<file path="src/rtl/xxh_pkg.sv">
package xxh_pkg;

    localparam int LEN_W = 64;

    localparam logic [63:0] PRIME1 = 64'h9E37_79B1_85EB_CA87;
    localparam logic [63:0] PRIME2 = 64'hC2B2_AE3D_27D4_EB4F;
    localparam logic [63:0] PRIME3 = 64'h1656_67B1_9E37_79F9;
    localparam logic [63:0] PRIME4 = 64'h85EB_CA77_C2B2_AE63;
    localparam logic [63:0] PRIME5 = 64'h27D4_EB2F_1656_67C5;

    localparam logic [63:0] LANE0_INIT = PRIME1 + PRIME2;
    localparam logic [63:0] LANE1_INIT = PRIME2;
    localparam logic [63:0] LANE2_INIT = 64'd0;
    localparam logic [63:0] LANE3_INIT = 64'd0 - PRIME1;

    typedef struct packed {
        logic [63:0] data;
        logic [3:0]  cnt;
        logic        last;
    } item_t;

    function automatic logic [63:0] rotl64(input logic [63:0] v, input logic [5:0] r);
        rotl64 = (v << r) | (v >> (7'd64 - {1'b0, r}));
    endfunction

endpackage

</file>
<file path="src/rtl/xxh_front.sv">
module xxh_front (
    input  logic               clk,
    input  logic               rst_n,
    input  logic               in_valid,
    output logic               in_stall,
    input  logic [63:0]        data_bytes,
    input  logic [3:0]         byte_count,
    input  logic               last,
    output logic               q_valid,
    output xxh_pkg::item_t     q_item,
    input  logic               q_pop
);

    xxh_pkg::item_t slot_reg [2];
    logic           head_reg, head_next;
    logic [1:0]     fill_reg, fill_next;
    xxh_pkg::item_t cls;
    logic           push;

    always_comb
    begin
        cls.cnt  = (byte_count > 4'd8) ? 4'd8 : byte_count;
        cls.last = last;
        for (int i = 0; i < 8; i++)
        begin
            cls.data[8*i +: 8] = (4'(i) < cls.cnt) ? data_bytes[8*i +: 8] : 8'd0;
        end
    end

    assign in_stall = (fill_reg == 2'd2);
    assign push     = in_valid && !in_stall;
    assign q_valid  = (fill_reg != 2'd0);
    assign q_item   = slot_reg[head_reg];

    always_comb
    begin
        head_next = head_reg ^ (q_pop && q_valid);
        fill_next = fill_reg + 2'(push) - 2'(q_pop && q_valid);
    end

    always_ff @(posedge clk or negedge rst_n)
    begin
        if (!rst_n)
        begin
            head_reg <= 1'b0;
            fill_reg <= 2'd0;
        end
        else
        begin
            head_reg <= head_next;
            fill_reg <= fill_next;
        end
    end

    always_ff @(posedge clk)
    begin
        if (push)
        begin
            slot_reg[head_reg ^ fill_reg[0]] <= cls;
        end
    end

endmodule

</file>
<file path="config.mk">
export PLATFORM = sky130hd
export DESIGN_NAME = xxh_front
export DESIGN_NICKNAME = d
export VERILOG_FILES = /design/src/rtl/xxh_pkg.sv /design/src/rtl/xxh_front.sv
export SDC_FILE = /design/constraint.sdc
export NUM_CORES = 1
export LEC_CHECK = 0
export CELL_PAD_IN_SITES_DETAIL_PLACEMENT = 1
export CELL_PAD_IN_SITES_GLOBAL_PLACEMENT = 2
export CORE_MARGIN = 5
export CORE_UTILIZATION = 40
export DETAILED_ROUTE_END_ITERATION = 7
export DONT_BUFFER_PORTS = 1
export PLACE_DENSITY_LB_ADDON = 0.1
export SLEW_MARGIN = 20
export SYNTH_ARGS = -nofsm -noshare
export SYNTH_HDL_FRONTEND = slang
export SYNTH_SLANG_ARGS = --single-unit
</file>
<file path="constraint.sdc">
create_clock -name clk -period 8.1 [get_ports clk]
set_input_delay 1.62 -clock clk [delete_from_list [all_inputs] [get_ports clk]]
set_output_delay 1.62 -clock clk [all_outputs]
set_load 0.01 [all_outputs]
</file>
==> flow_metrics.env <==
export IMPL_outcome="complete, no violations"
export IMPL_drive_above_1_share_pct=31.74
export IMPL_min_period_over_period_pct=44.76
export IMPL_syn_num_nets=387
export IMPL_cp_start_kind="flop"
export IMPL_ys_ff_latch=141
export IMPL_p_leak_nw=2.162
export IMPL_synth_edf_count=138
export IMPL_synthArstFlopShare_pct=2.128
export IMPL_crit_path_cell_trace="mux2_2"
export IMPL_post_route_min_period_ns=3.625
export IMPL_rows=43
export IMPL_cts_sinks=141
export IMPL_wire_per_inst_um=21.54
export IMPL_worstSetupPathType="flop to output port"
export IMPL_synthTopCellsByArea="edfxtp_1, mux2_2, nor2b_1"
export IMPL_grt_max_degree=75
export IMPL_powerDensity_mw_per_mm2=380.4
export IMPL_irDropWorstVdd_uv=138.7
export IMPL_synth_most_common_cell="edfxtp_1"
export IMPL_wl_met1_mm=4.638
export IMPL_yosysTopAreaCell="edfxtp_1"
export IMPL_cpMaxStageDelayCell="dfrtp_4"
export IMPL_seq_area_frac_synth_pct=74.37
export IMPL_critPathTopFamily="flip-flops"
export IMPL_synthesis_instances=312
export IMPL_nets=396
export IMPL_grt_usage_pct=13.70
export IMPL_grt_pass1_vias=2934
export IMPL_wl_met2_mm=5.489
export IMPL_rsz0062_at_grt="no"
export IMPL_ys_types=27
export IMPL_synth_area_mm2=0.005673
export IMPL_max_slew_worst_pin_slew_ns=1.071
export IMPL_fin_skew_ns=0.003615
export IMPL_crit_fanout=74
export IMPL_synth_top_flop_cell="edfxtp_1"
export IMPL_cp_arrival_ns=2.01
export IMPL_htreeDepth=4
export IMPL_cts_repair_resized=0
export IMPL_cts_setup_buffers=0
export IMPL_ant_nets=0
export IMPL_cts_hold_buffers=0
export IMPL_slowest_delay_ns=1.08
export IMPL_drt_iter0_drc=97
export IMPL_wl_met3_um=870
export IMPL_io_buffer_count=0
export IMPL_grt_pass1_wl_mm=16.64
export IMPL_fmax_mhz=275.8
export IMPL_r2r_start="head_reg"
export IMPL_vias=2634
export IMPL_route_detailed_drc=0
export IMPL_num_io_pins=144
export IMPL_drt_total_wl_mm=11.12
export IMPL_drv_cap=0
export IMPL_clk_insertion_delay_late_ns=0.40
export IMPL_hp_start="fill_reg[1]"
export IMPL_path_clk_slew_ns=0.05
export IMPL_crit_path_start="head_reg"
export IMPL_area_growth_pct=14.25
export IMPL_initial_core_util_pct=40.87
export IMPL_yosys_area_top_type_share_pct=73.05
export IMPL_end_kind="output port"
export IMPL_top_layer="met5"
export IMPL_worstPathRequired_ns=6.48
export IMPL_syn_avg_cell_area_um2=18.18
export IMPL_hold_class="flop to flop"
export IMPL_antenna_found_initial=3
export IMPL_yosysWarnings=0
export IMPL_dp_final_hpwl_mm=7.000
export IMPL_slew_viol_final=0
export IMPL_dr_pass1_iters=4
export IMPL_final_hold_viol_count=0
export IMPL_fp_dieH_um=129.1
export IMPL_grt_overflow=0
export IMPL_cts_tree="built"
export IMPL_tns_ns=0
export IMPL_crit_buf_inv=0
export IMPL_fillerInstances=1327
export IMPL_setup_viol=0
export IMPL_coreArea_mm2=0.01388
export IMPL_viasPerCell=5.105
export IMPL_gp_congestion=0.6938
export IMPL_total_power_mw=2.465
export IMPL_die_w_um=129.1
export IMPL_clockBufferDepth=2
export IMPL_die_area_mm2=0.01666
export IMPL_netlist_top_cells_count="edfxtp_1, mux2_2, nor2b_1"
export IMPL_largest_reg_flops=138
export IMPL_cts_root_buffer="clkbuf_16"
export IMPL_cts_made_buffers=17
export IMPL_max_slew_margin_rel_pct=28.29
## cell type report
cell class / instances / area [um2] / share of cell area, %
Tap cell: 180 / 225.2 / 3.475
Clock buffer: 17 / 425.4 / 6.564
Multi-Input combinational cell: 158 / 1410 / 21.76
Timing Repair Buffer: 1 / 7.507 / 0.1158
Inverter: 2 / 7.507 / 0.1158
Sequential cell: 141 / 4223 / 65.15
Antenna cell: 2 / 5.005 / 0.07722
Clock inverter: 15 / 177.7 / 2.741
## layout by cell type, fill, tap and decap left out, drive strengths merged, types with 2 or more instances in the layout
cell / count
edfxtp: 138
mux2: 69
nor2b: 45
clkbuf: 17
a21boi: 9
clkinv: 9
and2: 8
and2b: 8
bufinv: 4
dfrtp: 3
diode: 2
inv: 2
xnor2: 2
ha: 2
clkinvlp: 2
o21a: 2
## report_power, final
group	internal (mW)	switching (mW)
sequential	1.04	0.116
clock	0.508	0.277
combinational	0.218	0.311
total	1.76	0.704
## final timing paths
kind | end | slack, ns | cells past startpoint
max | q_item[61] | 4.47 | 1
min | fill_reg[1] | 0.57 | 1
max reg2reg | slot_reg[0][57] | 5.35 | 3
min reg2reg | fill_reg[1] | 0.57 | 1
max in group asynchronous | head_reg | 7.12 | 0
min in group asynchronous | head_reg | 0.91 | 0
## cell families after synthesis
logic type	after synthesis	share of synthesized area, %
AND/OR/NAND/NOR	69	7.962
XOR/XNOR	3	0.4633
flip-flops	141	74.37
adder cells (fa/ha/maj)	2	0.4410
multiplexers	69	13.70
buffers and inverters	13	1.103
AO/OA/AOI/OAI	15	1.963
## per-stage QoR
stage	setup WS (ns)	util (%)	area [um2]	hold WS, ns	std cells
CTS	4.412	46.66	6476	0.5729	514
floorplan	0.8490	-	5673	0.5060	312
finish	4.475	46.69	6481	0.5715	516
global route	4.357	46.66	6476	0.6075	514
detailed placement	4.855	42.31	5873	0.5583	482
global placement	4.874	42.31	5873	0.5416	482
## per-layer routing
layer  GRT usage, %  vias to the layer above
li1               -                     1200
met1          16.25                     1334
met2          21.77                       87
met3          6.884                       11
met4          4.632                        2
met5              0                        -
(Power assumes the default switching activity.)
